==> config.mk <==
export PLATFORM = sky130hd
export DESIGN_NAME = modbus_rtu_request_framer_flat
export DESIGN_NICKNAME = d
export VERILOG_FILES = /design/src/design/mbrf_pkg.sv /design/src/design/mbrf_req_if.sv /design/src/design/mbrf_rsp_if.sv /design/src/design/modbus_rtu_request_framer.sv /design/src/flat_wrapper.sv
export SDC_FILE = /design/constraint.sdc
export NUM_CORES = 1
export LEC_CHECK = 0
export CORE_MARGIN = 4
export CORE_UTILIZATION = 50
export CTS_BUF_LIST = sky130_fd_sc_hd__clkbuf_4 sky130_fd_sc_hd__clkbuf_8
export CTS_CLUSTER_SIZE = 20
export DETAILED_ROUTE_END_ITERATION = 8
export DONT_BUFFER_PORTS = 1
export SYNTH_ARGS = -nofsm -noshare
export SYNTH_HDL_FRONTEND = slang
export SYNTH_SLANG_ARGS = --single-unit
==> constraint.sdc <==
create_clock -name clock -period 9.6 [get_ports clock]
set_input_delay 2.4 -clock clock [delete_from_list [all_inputs] [get_ports clock]]
set_output_delay 2.4 -clock clock [all_outputs]
set_load 0.01 [all_outputs]
==> src/design/mbrf_pkg.sv <==
// Shared types, constants and the CRC-16 byte update for the Modbus RTU request framer.
package mbrf_pkg;

   localparam int unsigned CSR_ADDR_W = 3;
   localparam int unsigned CSR_DATA_W = 32;
   localparam int unsigned IDX_W      = 4;

   typedef logic [IDX_W-1:0] idx_type;

   typedef enum logic [1:0] {
      MODE_READ_HOLDING = 2'd0,
      MODE_WRITE_SINGLE = 2'd1,
      MODE_MULTI_HEADER = 2'd2,
      MODE_MULTI_DATA   = 2'd3
   } mode_type;

   typedef enum logic [0:0] {
      CSR_DEVICE_ADDRESS = 1'b0,
      CSR_UNUSED         = 1'b1
   } csr_index_type;

   localparam logic [7:0]  FUNC_READ_HOLDING = 8'h03;
   localparam logic [7:0]  FUNC_WRITE_SINGLE = 8'h06;
   localparam logic [7:0]  FUNC_WRITE_MULTI  = 8'h10;
   localparam logic [15:0] CRC_INIT          = 16'hFFFF;
   localparam logic [15:0] CRC_POLY          = 16'hA001;
   localparam logic [7:0]  DEV_ADDR_RESET    = 8'h01;

   // Byte positions within a frame. Data-word items start at the word's
   // position, so one byte selector serves every kind of item.
   localparam idx_type POS_DEV_ADDR  = 4'd0;
   localparam idx_type POS_FUNC      = 4'd1;
   localparam idx_type POS_REG_HI    = 4'd2;
   localparam idx_type POS_REG_LO    = 4'd3;
   localparam idx_type POS_WORD_HI   = 4'd4;
   localparam idx_type POS_WORD_LO   = 4'd5;
   localparam idx_type POS_BYTE_CNT  = 4'd6;
   localparam idx_type POS_AFTER_HDR = 4'd6;
   localparam idx_type POS_AFTER_CNT = 4'd7;

   // One byte through the reflected CRC-16 with polynomial 0xA001.
   function automatic logic [15:0] crc_byte(input logic [15:0] crc, input logic [7:0] b);
      logic [15:0] c;
      c = crc ^ {8'h00, b};
      for (int k = 0; k < 8; k++) begin
         if (c[0]) begin
            c = (c >> 1) ^ CRC_POLY;
         end else begin
            c = c >> 1;
         end
      end
      return c;
   endfunction

endpackage

==> src/design/mbrf_req_if.sv <==
// Request channel: one frame item per transaction.
interface mbrf_req_if;
   logic        valid;
   logic        ready;
   logic [1:0]  mode;
   logic [15:0] target_reg;
   logic [15:0] word;

   modport source (output valid, output mode, output target_reg, output word, input ready);
   modport sink   (input valid, input mode, input target_reg, input word, output ready);
endinterface

==> src/design/mbrf_rsp_if.sv <==
// Response channel: one frame byte per transaction.
interface mbrf_rsp_if;
   logic       valid;
   logic       ready;
   logic [7:0] out_byte;
   logic       frame_end;

   modport source (output valid, output out_byte, output frame_end, input ready);
   modport sink   (input valid, input out_byte, input frame_end, output ready);
endinterface

==> src/design/modbus_rtu_request_framer.sv <==
// Modbus RTU request framer: items in, frame bytes with CRC-16 out.
// An accepted item passes through the input register, the serializer and the
// output byte register. Throughput: one byte per cycle while the output is not
// stalled, set by the single output byte register; an item yields 8 bytes for
// single requests, 7 or 9 for a multi-write header and 2 or 4 for a data word.
// A stray data word yields no bytes. Synchronous reset clears the frame state,
// the CRC to 0xFFFF and the device address to 1.
module modbus_rtu_request_framer
   import mbrf_pkg::*;
(
   input  logic                  clock,
   input  logic                  reset,
   mbrf_req_if.sink              req_chan,
   mbrf_rsp_if.source            rsp_chan,
   input  logic                  csr_psel,
   input  logic                  csr_penable,
   input  logic                  csr_pwrite,
   input  logic [CSR_ADDR_W-1:0] csr_paddr,
   input  logic [CSR_DATA_W-1:0] csr_pwdata,
   output logic [CSR_DATA_W-1:0] csr_prdata,
   output logic                  csr_pready
);

   // ---------------------------------------------------------------------
   // Configuration. The register index is the word address, paddr[2].
   // ---------------------------------------------------------------------
   logic [7:0]    dev_addr_ff, dev_addr_in;
   csr_index_type csr_index;
   logic          csr_write;

   assign csr_pready = 1'b1;
   assign csr_index  = csr_index_type'(csr_paddr[2]);
   assign csr_write  = csr_psel && csr_penable && csr_pwrite;

   always_comb begin
      dev_addr_in = dev_addr_ff;
      if (csr_write && (csr_index == CSR_DEVICE_ADDRESS)) begin
         dev_addr_in = csr_pwdata[7:0];
      end
   end

   always_comb begin
      case (csr_index)
         CSR_DEVICE_ADDRESS: csr_prdata = {{(CSR_DATA_W-8){1'b0}}, dev_addr_ff};
         default:            csr_prdata = '0;
      endcase
   end

   // ---------------------------------------------------------------------
   // Input register. It holds one accepted transaction until the byte
   // serializer takes it, so intake overlaps the draining of the previous
   // item's bytes.
   // ---------------------------------------------------------------------
   logic        hold_valid_ff, hold_valid_in;
   mode_type    hold_mode_ff, hold_mode_in;
   logic [15:0] hold_reg_ff, hold_reg_in;
   logic [15:0] hold_word_ff, hold_word_in;

   // Serializer: the item being sent, the position of its next byte, the
   // position of its CRC low byte and of its last byte.
   logic        busy_ff, busy_in;
   mode_type    cur_mode_ff, cur_mode_in;
   logic [15:0] cur_reg_ff, cur_reg_in;
   logic [15:0] cur_word_ff, cur_word_in;
   idx_type     cur_idx_ff, cur_idx_in;
   idx_type     cur_crc_pos_ff, cur_crc_pos_in;
   idx_type     cur_last_ff, cur_last_in;

   // Frame state carried between items.
   logic [15:0] crc_ff, crc_in;
   logic [15:0] words_left_ff, words_left_in;
   logic        frame_open_ff, frame_open_in;

   // Output byte register.
   logic        out_valid_ff, out_valid_in;
   logic [7:0]  out_byte_ff, out_byte_in;
   logic        out_end_ff, out_end_in;

   logic        emit;
   logic        last_emit;
   logic        take;
   logic        stray;
   logic        is_data_byte;
   logic        is_crc_lo;
   logic [7:0]  data_byte;
   logic [7:0]  func_code;
   logic [15:0] words_dec;

   // A byte moves out when the output register is empty or being drained.
   assign emit      = busy_ff && (!out_valid_ff || rsp_chan.ready);
   assign last_emit = emit && (cur_idx_ff == cur_last_ff);
   // The held item moves on when the serializer is free or finishing.
   assign take      = hold_valid_ff && (!busy_ff || last_emit);
   // A data word with no frame open produces nothing and changes nothing.
   assign stray     = (hold_mode_ff == MODE_MULTI_DATA) && !frame_open_ff;
   assign words_dec = words_left_ff - 16'd1;

   assign req_chan.ready = !hold_valid_ff || take;

   always_comb begin
      case (cur_mode_ff)
         MODE_READ_HOLDING: func_code = FUNC_READ_HOLDING;
         MODE_WRITE_SINGLE: func_code = FUNC_WRITE_SINGLE;
         default:           func_code = FUNC_WRITE_MULTI;
      endcase
   end

   always_comb begin
      case (cur_idx_ff)
         POS_DEV_ADDR: data_byte = dev_addr_ff;
         POS_FUNC:     data_byte = func_code;
         POS_REG_HI:   data_byte = cur_reg_ff[15:8];
         POS_REG_LO:   data_byte = cur_reg_ff[7:0];
         POS_WORD_HI:  data_byte = cur_word_ff[15:8];
         POS_WORD_LO:  data_byte = cur_word_ff[7:0];
         POS_BYTE_CNT: data_byte = {cur_word_ff[6:0], 1'b0};
         default:      data_byte = 8'h00;
      endcase
   end

   assign is_data_byte = cur_idx_ff < cur_crc_pos_ff;
   assign is_crc_lo    = cur_idx_ff == cur_crc_pos_ff;

   // Input register next state.
   always_comb begin
      hold_valid_in = hold_valid_ff;
      hold_mode_in  = hold_mode_ff;
      hold_reg_in   = hold_reg_ff;
      hold_word_in  = hold_word_ff;
      if (take) begin
         hold_valid_in = 1'b0;
      end
      if (req_chan.valid && req_chan.ready) begin
         hold_valid_in = 1'b1;
         hold_mode_in  = mode_type'(req_chan.mode);
         hold_reg_in   = req_chan.target_reg;
         hold_word_in  = req_chan.word;
      end
   end

   // Serializer, frame state and output register next state.
   always_comb begin
      busy_in        = busy_ff;
      cur_mode_in    = cur_mode_ff;
      cur_reg_in     = cur_reg_ff;
      cur_word_in    = cur_word_ff;
      cur_idx_in     = cur_idx_ff;
      cur_crc_pos_in = cur_crc_pos_ff;
      cur_last_in    = cur_last_ff;
      crc_in         = crc_ff;
      words_left_in  = words_left_ff;
      frame_open_in  = frame_open_ff;
      out_valid_in   = out_valid_ff;
      out_byte_in    = out_byte_ff;
      out_end_in     = out_end_ff;

      if (rsp_chan.ready) begin
         out_valid_in = 1'b0;
      end

      // Send one byte of the current item and fold data bytes into the CRC.
      // The CRC high byte closes the frame and restarts the CRC.
      if (emit) begin
         out_valid_in = 1'b1;
         cur_idx_in   = cur_idx_ff + 4'd1;
         if (last_emit) begin
            busy_in = 1'b0;
         end
         if (is_data_byte) begin
            out_byte_in = data_byte;
            out_end_in  = 1'b0;
            crc_in      = crc_byte(crc_ff, data_byte);
         end else if (is_crc_lo) begin
            out_byte_in = crc_ff[7:0];
            out_end_in  = 1'b0;
         end else begin
            out_byte_in = crc_ff[15:8];
            out_end_in  = 1'b1;
            crc_in      = CRC_INIT;
         end
      end

      // Move the held item into the serializer and settle the frame state
      // it leaves behind. A header drops any open frame and restarts the CRC.
      if (take && !stray) begin
         busy_in     = 1'b1;
         cur_mode_in = hold_mode_ff;
         cur_reg_in  = hold_reg_ff;
         cur_word_in = hold_word_ff;
         if (hold_mode_ff == MODE_MULTI_DATA) begin
            cur_idx_in     = POS_WORD_HI;
            cur_crc_pos_in = POS_AFTER_HDR;
            words_left_in  = words_dec;
            if (words_dec == 16'd0) begin
               cur_last_in   = POS_AFTER_HDR + 4'd1;
               frame_open_in = 1'b0;
            end else begin
               cur_last_in = POS_AFTER_HDR - 4'd1;
            end
         end else begin
            crc_in     = CRC_INIT;
            cur_idx_in = POS_DEV_ADDR;
            if (hold_mode_ff == MODE_MULTI_HEADER) begin
               cur_crc_pos_in = POS_AFTER_CNT;
               if (hold_word_ff == 16'd0) begin
                  cur_last_in   = POS_AFTER_CNT + 4'd1;
                  words_left_in = 16'd0;
                  frame_open_in = 1'b0;
               end else begin
                  cur_last_in   = POS_AFTER_CNT - 4'd1;
                  words_left_in = hold_word_ff;
                  frame_open_in = 1'b1;
               end
            end else begin
               cur_crc_pos_in = POS_AFTER_HDR;
               cur_last_in    = POS_AFTER_HDR + 4'd1;
               words_left_in  = 16'd0;
               frame_open_in  = 1'b0;
            end
         end
      end
   end

   always_ff @(posedge clock) begin
      if (reset) begin
         dev_addr_ff   <= DEV_ADDR_RESET;
         hold_valid_ff <= 1'b0;
         busy_ff       <= 1'b0;
         crc_ff        <= CRC_INIT;
         words_left_ff <= 16'd0;
         frame_open_ff <= 1'b0;
         out_valid_ff  <= 1'b0;
      end else begin
         dev_addr_ff   <= dev_addr_in;
         hold_valid_ff <= hold_valid_in;
         busy_ff       <= busy_in;
         crc_ff        <= crc_in;
         words_left_ff <= words_left_in;
         frame_open_ff <= frame_open_in;
         out_valid_ff  <= out_valid_in;
      end
   end

   always_ff @(posedge clock) begin
      hold_mode_ff   <= hold_mode_in;
      hold_reg_ff    <= hold_reg_in;
      hold_word_ff   <= hold_word_in;
      cur_mode_ff    <= cur_mode_in;
      cur_reg_ff     <= cur_reg_in;
      cur_word_ff    <= cur_word_in;
      cur_idx_ff     <= cur_idx_in;
      cur_crc_pos_ff <= cur_crc_pos_in;
      cur_last_ff    <= cur_last_in;
      out_byte_ff    <= out_byte_in;
      out_end_ff     <= out_end_in;
   end

   assign rsp_chan.valid     = out_valid_ff;
   assign rsp_chan.out_byte  = out_byte_ff;
   assign rsp_chan.frame_end = out_end_ff;

endmodule
==> src/flat_wrapper.sv <==
// flat-port wrapper written by rule: the top's interface ports become plain ports
module modbus_rtu_request_framer_flat import mbrf_pkg::*;
  (clock, reset, csr_psel, csr_penable, csr_pwrite, csr_paddr, csr_pwdata, csr_prdata, csr_pready, req_chan_valid, req_chan_mode, req_chan_target_reg, req_chan_word, req_chan_ready, rsp_chan_valid, rsp_chan_out_byte, rsp_chan_frame_end, rsp_chan_ready);
  mbrf_req_if req_chan_i ();
  mbrf_rsp_if rsp_chan_i ();
  input  logic clock;
  input  logic reset;
  input  logic csr_psel;
  input  logic csr_penable;
  input  logic csr_pwrite;
  input  logic [CSR_ADDR_W-1:0] csr_paddr;
  input  logic [CSR_DATA_W-1:0] csr_pwdata;
  output logic [CSR_DATA_W-1:0] csr_prdata;
  output logic csr_pready;
  input wire logic [$bits(req_chan_i.valid)-1:0] req_chan_valid;
  input wire logic [$bits(req_chan_i.mode)-1:0] req_chan_mode;
  input wire logic [$bits(req_chan_i.target_reg)-1:0] req_chan_target_reg;
  input wire logic [$bits(req_chan_i.word)-1:0] req_chan_word;
  output wire logic [$bits(req_chan_i.ready)-1:0] req_chan_ready;
  output wire logic [$bits(rsp_chan_i.valid)-1:0] rsp_chan_valid;
  output wire logic [$bits(rsp_chan_i.out_byte)-1:0] rsp_chan_out_byte;
  output wire logic [$bits(rsp_chan_i.frame_end)-1:0] rsp_chan_frame_end;
  input wire logic [$bits(rsp_chan_i.ready)-1:0] rsp_chan_ready;
  assign req_chan_i.valid = req_chan_valid;
  assign req_chan_i.mode = req_chan_mode;
  assign req_chan_i.target_reg = req_chan_target_reg;
  assign req_chan_i.word = req_chan_word;
  assign req_chan_ready = req_chan_i.ready;
  assign rsp_chan_valid = rsp_chan_i.valid;
  assign rsp_chan_out_byte = rsp_chan_i.out_byte;
  assign rsp_chan_frame_end = rsp_chan_i.frame_end;
  assign rsp_chan_i.ready = rsp_chan_ready;
  modbus_rtu_request_framer u_core (.clock(clock), .reset(reset), .req_chan(req_chan_i), .rsp_chan(rsp_chan_i), .csr_psel(csr_psel), .csr_penable(csr_penable), .csr_pwrite(csr_pwrite), .csr_paddr(csr_paddr), .csr_pwdata(csr_pwdata), .csr_prdata(csr_prdata), .csr_pready(csr_pready));
endmodule
* After elaboration in Yosys (flattened, before gate mapping)
Index checks and enable logic that the tools add are counted.
** Storage, ports and cells
- Output and inout bits :: 44
- Bits of input ports :: 76
- Flip-flop bits (word level) :: 133
** Cells by class
- Reductions and logical operators :: 27
- Equality and inequality tests :: 12
- Multiplexer cells :: 55
- Bitwise gates (word level) :: 10
- $add $sub $neg :: 2
- Order comparisons :: 1
** Operator list (count)
- 2-to-1 mux 16 bit :: 30
- case mux 8 bit (7 select lines) :: 1
- logical NOT 16 bit :: 2
- 2-to-1 mux 8 bit :: 3
- inverter 2 -> 3 bit :: 8
- 2-to-1 mux 4 bit :: 5
- subtractor 16 x 1 -> 16 bit (second input constant) :: 1
- XOR 16 x 8 -> 16 bit :: 1
- 2-to-1 mux 1 bit :: 13
- equality test 4 x 3 -> 1 bit (second input constant) :: 3
- case mux 5 bit (2 select lines) :: 1
- logical AND 1 bit :: 9
- equality test 4 x 2 -> 1 bit (second input constant) :: 2
- equality test 4 bit :: 2
- nonzero test 2 bit :: 4
- logical NOT 1 bit :: 5
- adder 4 x 1 -> 4 bit (second input constant) :: 1
- equality test 2 bit (second input constant) :: 2
- equality test 4 x 1 -> 1 bit (second input constant) :: 1
- logical NOT 4 bit :: 1
- less-than comparator 4 bit :: 1
- AND reduction 2 bit :: 2
- logical OR 1 bit :: 3
- 2-to-1 mux 3 bit :: 1
- 5 further kinds :: 5

* Depth between registers and ports, before layout
Gate-level depths: netlist (run 1).
- Depth in word-level cells :: 38
- Depth in mapped cells :: 12
- Gate-level depth less buffers :: 10

* Least setup slack after synthesis (run 1)
OpenSTA, ideal clock, no wires.
- Kind :: in2out
- Start :: in rsp_chan_ready
- End :: out req_chan_ready
- Arrival time :: 3.099 ns
- Path slack :: 4.101 ns
- Buffers on the path :: 0
- Cell stages on the path :: 5
- Path through :: nand2b_1 nand2_1 o21ai_0 inv_1 nand2_1
** On the way
- Word-level cells in the longest chain between the ends :: 6
** RTL lines
- start, declared :: RTL line flat_wrapper.sv:23 : input wire logic [$bits(rsp_chan_i.ready)-1:0] rsp_chan_ready;
- logical OR 1 bit :: RTL line modbus_rtu_request_framer.sv:90 : assign emit = busy_ff && (!out_valid_ff || rsp_chan.ready);
- logical AND 1 bit :: RTL line modbus_rtu_request_framer.sv:90
- logical AND 1 bit :: RTL line modbus_rtu_request_framer.sv:91 : assign last_emit = emit && (cur_idx_ff == cur_last_ff);
- logical OR 1 bit :: RTL line modbus_rtu_request_framer.sv:93 : assign take = hold_valid_ff && (!busy_ff || last_emit);
- logical AND 1 bit :: RTL line modbus_rtu_request_framer.sv:93
- logical OR 1 bit :: RTL line modbus_rtu_request_framer.sv:98 : assign req_chan.ready = !hold_valid_ff || take;
- end, declared :: RTL line flat_wrapper.sv:19 : output wire logic [$bits(req_chan_i.ready)-1:0] req_chan_ready;
No other way between the ends.

* Worst setup path in the final report (run 1)
Same ends and word-level chain as after synthesis.

==> results of run 1 <==
==> cell type report <==
cell class | instances | area, sq um | area share (%)
well taps | 147 | 184 | 2.83
inverters | 15 | 56.3 | 0.866
clock buffers | 18 | 241 | 3.71
flip-flops and latches | 130 | 3460 | 53.3
repair buffers | 4 | 30.0 | 0.462
clock inverters | 14 | 156 | 2.41
multi-input cells | 371 | 2370 | 36.5
==> metrics by stage <==
stage                     util, %  area, sq um  std cells  setup WS, ns  power (W)
after floorplan                 -         6220        571          4.10   0.000858
after global placement       50.8         6100        667          3.88   0.000889
after detailed placement     50.8         6100        667          3.88   0.000892
after CTS                    54.1         6500        699          3.87    0.00135
after global routing         54.1         6500        699          3.66    0.00141
final                        54.1         6500        699          3.89    0.00134
==> state kept, by name, summed over array words and instances (netlist names) <==
| register | flops |
|---|---|
| u_core.crc_ff | 16 |
| u_core.cur_reg_ff | 16 |
| u_core.cur_word_ff | 16 |
| u_core.hold_reg_ff | 16 |
| u_core.hold_word_ff | 16 |
| u_core.words_left_ff | 16 |
| u_core.dev_addr_ff | 8 |
| u_core.rsp_chan.out_byte | 8 |
| u_core.cur_idx_ff | 4 |
| u_core.cur_last_ff | 4 |
| u_core.cur_mode_ff | 2 |
| u_core.hold_mode_ff | 2 |
| u_core.busy_ff | 1 |
| u_core.cur_crc_pos_ff | 1 |
| u_core.frame_open_ff | 1 |
| u_core.hold_valid_ff | 1 |
| u_core.rsp_chan.frame_end | 1 |
| u_core.rsp_chan.valid | 1 |
==> worst max-delay path, delay by kind of cell <==
family	cells	cell delay, ns
buffers and inverters	1	0.15
AND/OR/NAND/NOR	3	0.41
AO/OA/AOI/OAI	1	0.35
==> cell families (layout without fill, tap and decap cells) <==
logic type / after synthesis / in the layout / synth area share [%]
AO/OA/AOI/OAI: 131 / 131 / 13.8
other: 2 / 25 / 0.122
multiplexers: 8 / 8 / 1.37
buffers and inverters: 70 / 51 / 6.54
XOR/XNOR: 37 / 37 / 7.01
adder cells (fa/ha/maj): 7 / 7 / 1.43
AND/OR/NAND/NOR: 163 / 163 / 13.3
flip-flops: 130 / 130 / 56.4
==> cells in the final DEF (no fill, tap or decap), types with 3 or more instances in the layout <==
master,instances
mux2_2,3
o221ai_1,4
nor3_1,5
nand2b_1,6
conb_1,25
clkbuf_8,17
and2_1,4
clkinvlp_4,3
nand4_1,3
mux2i_1,5
dfxtp_1,44
a211oi_1,7
and4b_1,3
ha_1,7
nor2b_1,10
inv_1,14
o21ai_0,21
xor2_4,3
xor2_1,12
o22ai_1,17
a21oi_1,39
nand3_1,5
buf_4,4
edfxtp_1,86
nand3b_1,3
a22oi_1,11
nand2_1,59
nor4_1,8
a22o_1,3
a31oi_1,3
nor2_1,44
o211ai_1,3
clkinv_4,4
xnor2_1,18
==> power groups by stage <==
stage / clock (W) / combinational [W] / sequential (W)
2_1_floorplan: 0 / 0.000200 / 0.000658
5_1_grt: 0.000498 / 0.000240 / 0.000667
3_5_place_dp: 0 / 0.000216 / 0.000675
6_report: 0.000458 / 0.000219 / 0.000663
3_3_place_gp: 0 / 0.000214 / 0.000675
4_1_cts: 0.000470 / 0.000218 / 0.000663
==> routing by layer <==
layer  vias to the layer above  track usage (%)  wire, um
met2                       112             29.5      6030
met5                         -                0         0
met4                         0             6.30       249
li1                       1936                -         -
met1                      1912             23.1      5680
met3                        21             6.22       620
==> final timing paths <==
kind | to | cells past startpoint
max | req_chan_ready | 5
min | u_core.cur_reg_ff[14] | 0
max reg2reg | u_core.crc_ff[0] | 10
min reg2reg | u_core.cur_reg_ff[14] | 0
==> results.md, run 1 <==
* Status: finished clean
* Hold slack at 0.423 ns
* Die height at 119 um
* Vias in the first global route at 3,831
* Final net count at 622
* Ranking of synthesized cells by area: edfxtp_1 (42%), dfxtp_1 (14%), nand2_1 (3.6%), a21oi_1 (3.3%), buf_4 (3.2%)
* Slew @ Worst Pin at 1.15 ns
* Vias/cell at 5.70
* Reg2Reg Setup Slack at 6.13 ns
* Switching Fraction at 28.0%
* Hold-fix buffers, CTS at 0
* Critical path required time at 7.20 ns
* Clock Sinks at 130
* FMAX at 0.175 GHz
* Synthesized flop and latch total at 130
* Final worst-path cycle share at 59.4%
* Power Dens Cells at 206 nW/um^2
* Leak at 2.29 nW
* Most used DFF post-synth: edfxtp_1
* DIE AREA at 14,100 sq um
* Most common cell in the netlist: edfxtp_1
* Cell repeated most along the worst path: nand2_1
* Final hold vios at 0
* RSZ-0062 raised after global routing: false
* Core ar. at 12,000 sq um
* All-Layer GR Usage at 18.3%
* Top fanout value on the critical path at 5
* Distinct cell type count after synthesis at 66
* CTS tree: built
* Synth warn at 0
* Avg WL per Cell at 18.0 um
* Number of synthesized flops with an enable pin at 86
* CP Launch Type: input pin
* Io pins at 120
* Via Count at 3,981
* Slew Limit Fails at 0
* Worst hold start: u_core.hold_reg_ff[14]
* Floorplan row count at 40
* Clock Latency Late Sink at 0.44 ns
* CP Capture Type: output port
* # Max-Cap Violations at 0
* Synth Instances at 548
* Async set-reset flop share out of synthesis at 0%
* Layout area overhead at 5.93%
* Register area share after synthesis at 56.4%
* DP Wirelength at 8760 um
* Clk network pwr share at 34.2%
* Critical Path Start: rsp_chan_ready
* Post-route DRC at 0
* Int Pwr at 0.000964 W
* H-tree Lvls at 4
* Comb power frac at 16.3%
* Post-route ant nets at 0
* Post-Syn Area at 6140 sq um
* Initial antenna violation count at 0
* Hold Path Class: flop to flop
* Synth cell count leaders: edfxtp_1 (86), nand2_1 (59), dfxtp_1 (44), nor2_1 (44), a21oi_1 (40)
* Fillers at 1,055
* Worst rel slew slack at 23.6%
* Ant. Diodes at 0
* Setup CP Type: input pin to output port
* Crit path DAT at 3.31 ns
* Initial Utilization at 51.1%
* WL final at 12,600 um
* Post-cts repair resize count at 0
* Setup Fix Bufs, Post-CTS at 0
* CP max stage delay at 0.35 ns
* Crit path time final at 5.71 ns
* Sequential share of power at 49.5%
* Final Setup Violations at 0
* Layout cells sized above 1 at 10.1%
* Total grt overflow at 0
* Final Skew at 0.0122 ns
* Top cell type's share of synthesized area at 42.1%
* Drt pass-1 iters at 4
* Max VDD drop at 185 uV
* GP Congestion at 0.826
* Synth Area per Inst at 11.2 sq um
* Fin Setup TNS at 0 ns
* Worst path slowest cell: o21ai_0
* Switching power at 0.000375 W
* IO buf count at 0
* CP Cell Sequence: nand2b_1 -> nand2_1 -> o21ai_0 -> inv_1 -> nand2_1
* R2R Path Start: u_core.cur_idx_ff[0]
* Largest net degree at the start of global routing at 42
* CTS buffer count at 17
* Max clock buf depth at 2
* Drt initial violations at 303
* Die W at 119 um
* First-pass GRT wire length at 20,100 um
* Largest area contributor in the netlist: edfxtp_1
* Clock transition at path regs at 0.08 ns
* CTS Root Cell: clkbuf_8
No activity file was read; power rests on OpenSTA's default activity.
==> inputs of run 2 (changes only) <==
Settings changed: ABC_AREA set to 1, PLACE_DENSITY set to 0.68.
Clock period 9.6 ns to 4.8 ns, I/O delays scaled along.
==> results.md, run 2 <==
* All-Layer GR Usage at 19.5% (was 18.3%)
* Drt pass-1 iters at 5 (was 4)
* Distinct cell type count after synthesis at 37 (was 66)
* Vias/cell at 5.48 (was 5.70)
* Most used DFF post-synth: edfxtp_1 (unchanged)
* CTS buffer count at 17 (unchanged)
* Initial antenna violation count at 0 (unchanged)
* Setup Fix Bufs, Post-CTS at 0 (unchanged)
* Top cell type's share of synthesized area at 40.1% (was 42.1%)
* Io pins at 120 (unchanged)
* Core ar. at 12,600 sq um (was 12,000 sq um)
* CP Launch Type: flop (was input pin)
* Ant. Diodes at 0 (unchanged)
* Avg WL per Cell at 15.7 um (was 18.0 um)
* Post-route ant nets at 0 (unchanged)
* Hold-fix buffers, CTS at 0 (unchanged)
* Clock Latency Late Sink at 0.45 ns (was 0.44 ns)
* Die W at 121 um (was 119 um)
* Final Skew at 0.0141 ns (was 0.0122 ns)
* FMAX at 0.303 GHz
* Register area share after synthesis at 53.8% (was 56.4%)
* Final hold vios at 0 (unchanged)
* Largest area contributor in the netlist: edfxtp_1 (unchanged)
* Clock transition at path regs at 0.08 ns (about the same)
* Dpl ws at 1.56 ns (was 3.88 ns)
* Max VDD drop at 361 uV (was 185 uV)
* Drt initial violations at 537 (was 303)
* IO buf count at 0 (unchanged)
* Die height at 121 um (was 119 um)
* Clock Sinks at 130 (unchanged)
* Status: finished clean (unchanged)
* Layout area overhead at 5.79% (was 5.93%)
* Synth Instances at 698 (was 548)
* Initial Utilization at 51.0% (was 51.1%)
* First-pass GRT wire length at 22,300 um (was 20,100 um)
* RSZ-0062 raised after global routing: false (unchanged)
* Largest net degree at the start of global routing at 37 (was 42)
* DP Wirelength at 9680 um (was 8760 um)
* Post-Syn Area at 6440 sq um (was 6140 sq um)
* Post-route DRC at 0 (unchanged)
* GP Congestion at 0.851 (was 0.826)
* Power Dens Cells at 403 nW/um^2 (was 206 nW/um^2)
* Via Count at 4,804 (was 3,981)
* Commonest non-fill, non-tap cell in the layout: nand2_1 (was edfxtp_1)
* Leak at 2.79 nW (was 2.29 nW)
* Async set-reset flop share out of synthesis at 0% (unchanged)
* Most frequent cells in the layout: nand2_1 (122), edfxtp_1 (86), inv_1 (63) (was edfxtp_1 (86), nand2_1 (59), nor2_1 (44), dfxtp_1 (44), a21oi_1 (39))
* Crit path time final at 3.30 ns
* Worst rel slew slack at 36.4% (was 23.6%)
* Synth Area per Inst at 9.22 sq um (was 11.2 sq um)
* Synth warn at 0 (unchanged)
* Top fanout value on the critical path at 23 (was 5)
* Max clock buf depth at 2 (unchanged)
* H-tree Lvls at 4 (unchanged)
* CP Capture Type: output port (unchanged)
* Fin Setup TNS at 0 ns (unchanged)
* Crit path DAT at 2.10 ns (was 3.31 ns)
* WL final at 13,700 um (was 12,600 um)
* Final worst-path cycle share at 68.8%
* Synthesized flop and latch total at 130 (unchanged)
* Fin worst setup slack at 1.50 ns (was 3.89 ns)
* Ranking of synthesized cells by area: edfxtp_1 (40%), dfxtp_1 (14%), nand2_1 (7.1%), nand3_1 (4.4%), o21ai_0 (3.7%) (was edfxtp_1 (42%), dfxtp_1 (14%), nand2_1 (3.6%), a21oi_1 (3.3%), buf_4 (3.2%))
* Post-cts repair resize count at 0 (unchanged)
* CTS Root Cell: clkbuf_8 (unchanged)
* Synth cell count leaders: nand2_1 (122), edfxtp_1 (86), inv_1 (63), nand3_1 (57), o21ai_0 (48) (was edfxtp_1 (86), nand2_1 (59), dfxtp_1 (44), nor2_1 (44), a21oi_1 (40))
* Critical path required time at 3.60 ns (was 7.20 ns)
* DIE AREA at 14,800 sq um (was 14,100 sq um)
* Layout cells sized above 1 at 11.4% (was 10.1%)
* CTS tree: built (unchanged)
* Total grt overflow at 0 (unchanged)
* Hold Path Class: flop to flop (unchanged)
* Setup CP Type: flop to output port (was input pin to output port)
* Final Setup Violations at 0 (unchanged)
* Vias in the first global route at 4,568 (was 3,831)
* Most common cell in the netlist: nand2_1 (was edfxtp_1)
* Number of synthesized flops with an enable pin at 86 (unchanged)
* Slew @ Worst Pin at 0.949 ns (was 1.15 ns)
* Floorplan row count at 41 (was 40)
* # Max-Cap Violations at 0 (unchanged)
* Slew Limit Fails at 0 (unchanged)
* Final net count at 774 (was 622)
run 2: changes by cell type after synthesis, sizes merged, moves of 10 or more:
cell,previous run,this run
nand2,59,146
inv,15,70
nand3,5,57
o21ai,23,54
nand4,3,22
o22ai,17,0
xnor2,19,7
a21oi,41,30
o211ai,3,14
a22oi,11,1
nor2b,10,0
run 2: layout make-up:
type	count	area, sq um
clock inverters	13	125
clock buffers	19	255
fillers	1126	5810
multi-input cells	465	2450
repair buffers	4	30.0
inverters	73	274
well taps	172	215
flip-flops and latches	130	3460
run 2: logic make-up (layout without fill, tap and decap cells):
| group | after synthesis | in the layout | synth area share (%) |
|---|---|---|---|
| other cells | 2 | 25 | 0.117 |
| xor+xnor | 17 | 17 | 2.31 |
| compound gates | 126 | 126 | 11.7 |
| simple gates | 290 | 290 | 21.2 |
| flops | 130 | 130 | 53.8 |
| fa+ha+maj | 7 | 7 | 1.36 |
| buf+inv | 126 | 109 | 9.52 |
run 2: path summary, 6_finish.rpt:
kind | slack [ns] | cells past startpoint | endpoint | from
worst max-delay path | 1.50 | 3 | req_chan_ready | u_core.cur_idx_ff[2]
worst min-delay path | 0.42 | 0 | u_core.cur_reg_ff[15] | u_core.hold_reg_ff[15]
worst max register to register | 1.64 | 6 | u_core.crc_ff[11] | u_core.cur_idx_ff[2]
worst min register to register | 0.42 | 0 | u_core.cur_reg_ff[15] | u_core.hold_reg_ff[15]
run 2: routing by layer:
layer	global-route usage, %	part of all wire [%]
met5	0	0
met4	7.49	2.5
met3	5.59	6.3
met2	32.0	48
met1	24.3	43
run 2: power by group:
group / total [W] / leakage, nW / switching [W] / internal [W]
Clock: 0.000895 / 0.197 / 0.000458 / 0.000437
Combinational: 0.000509 / 1.43 / 0.000353 / 0.000157
Sequential: 0.00134 / 1.17 / 0.0000595 / 0.00128
run 2: worst max-delay path, cell delays in order (launching register included):
cell	delay, ns
edfxtp_1	0.93
xnor2_1	0.19
nand4_1	0.14
o211ai_1	0.39
run 2: stage by stage:
step / cell area [sq um] / std cells / hold slack (ns) / util, % / power, W
3_3_place_gp: 6430 / 844 / 0.407 / 51.0 / 0.00185
5_1_grt: 6810 / 876 / 0.426 / 54.0 / 0.00288
6_report: 6810 / 876 / 0.416 / 54.0 / 0.00274
2_1_floorplan: 6520 / 721 / 0.400 / - / 0.00178
3_5_place_dp: 6430 / 844 / 0.405 / 51.0 / 0.00187
4_1_cts: 6810 / 876 / 0.417 / 54.0 / 0.00276
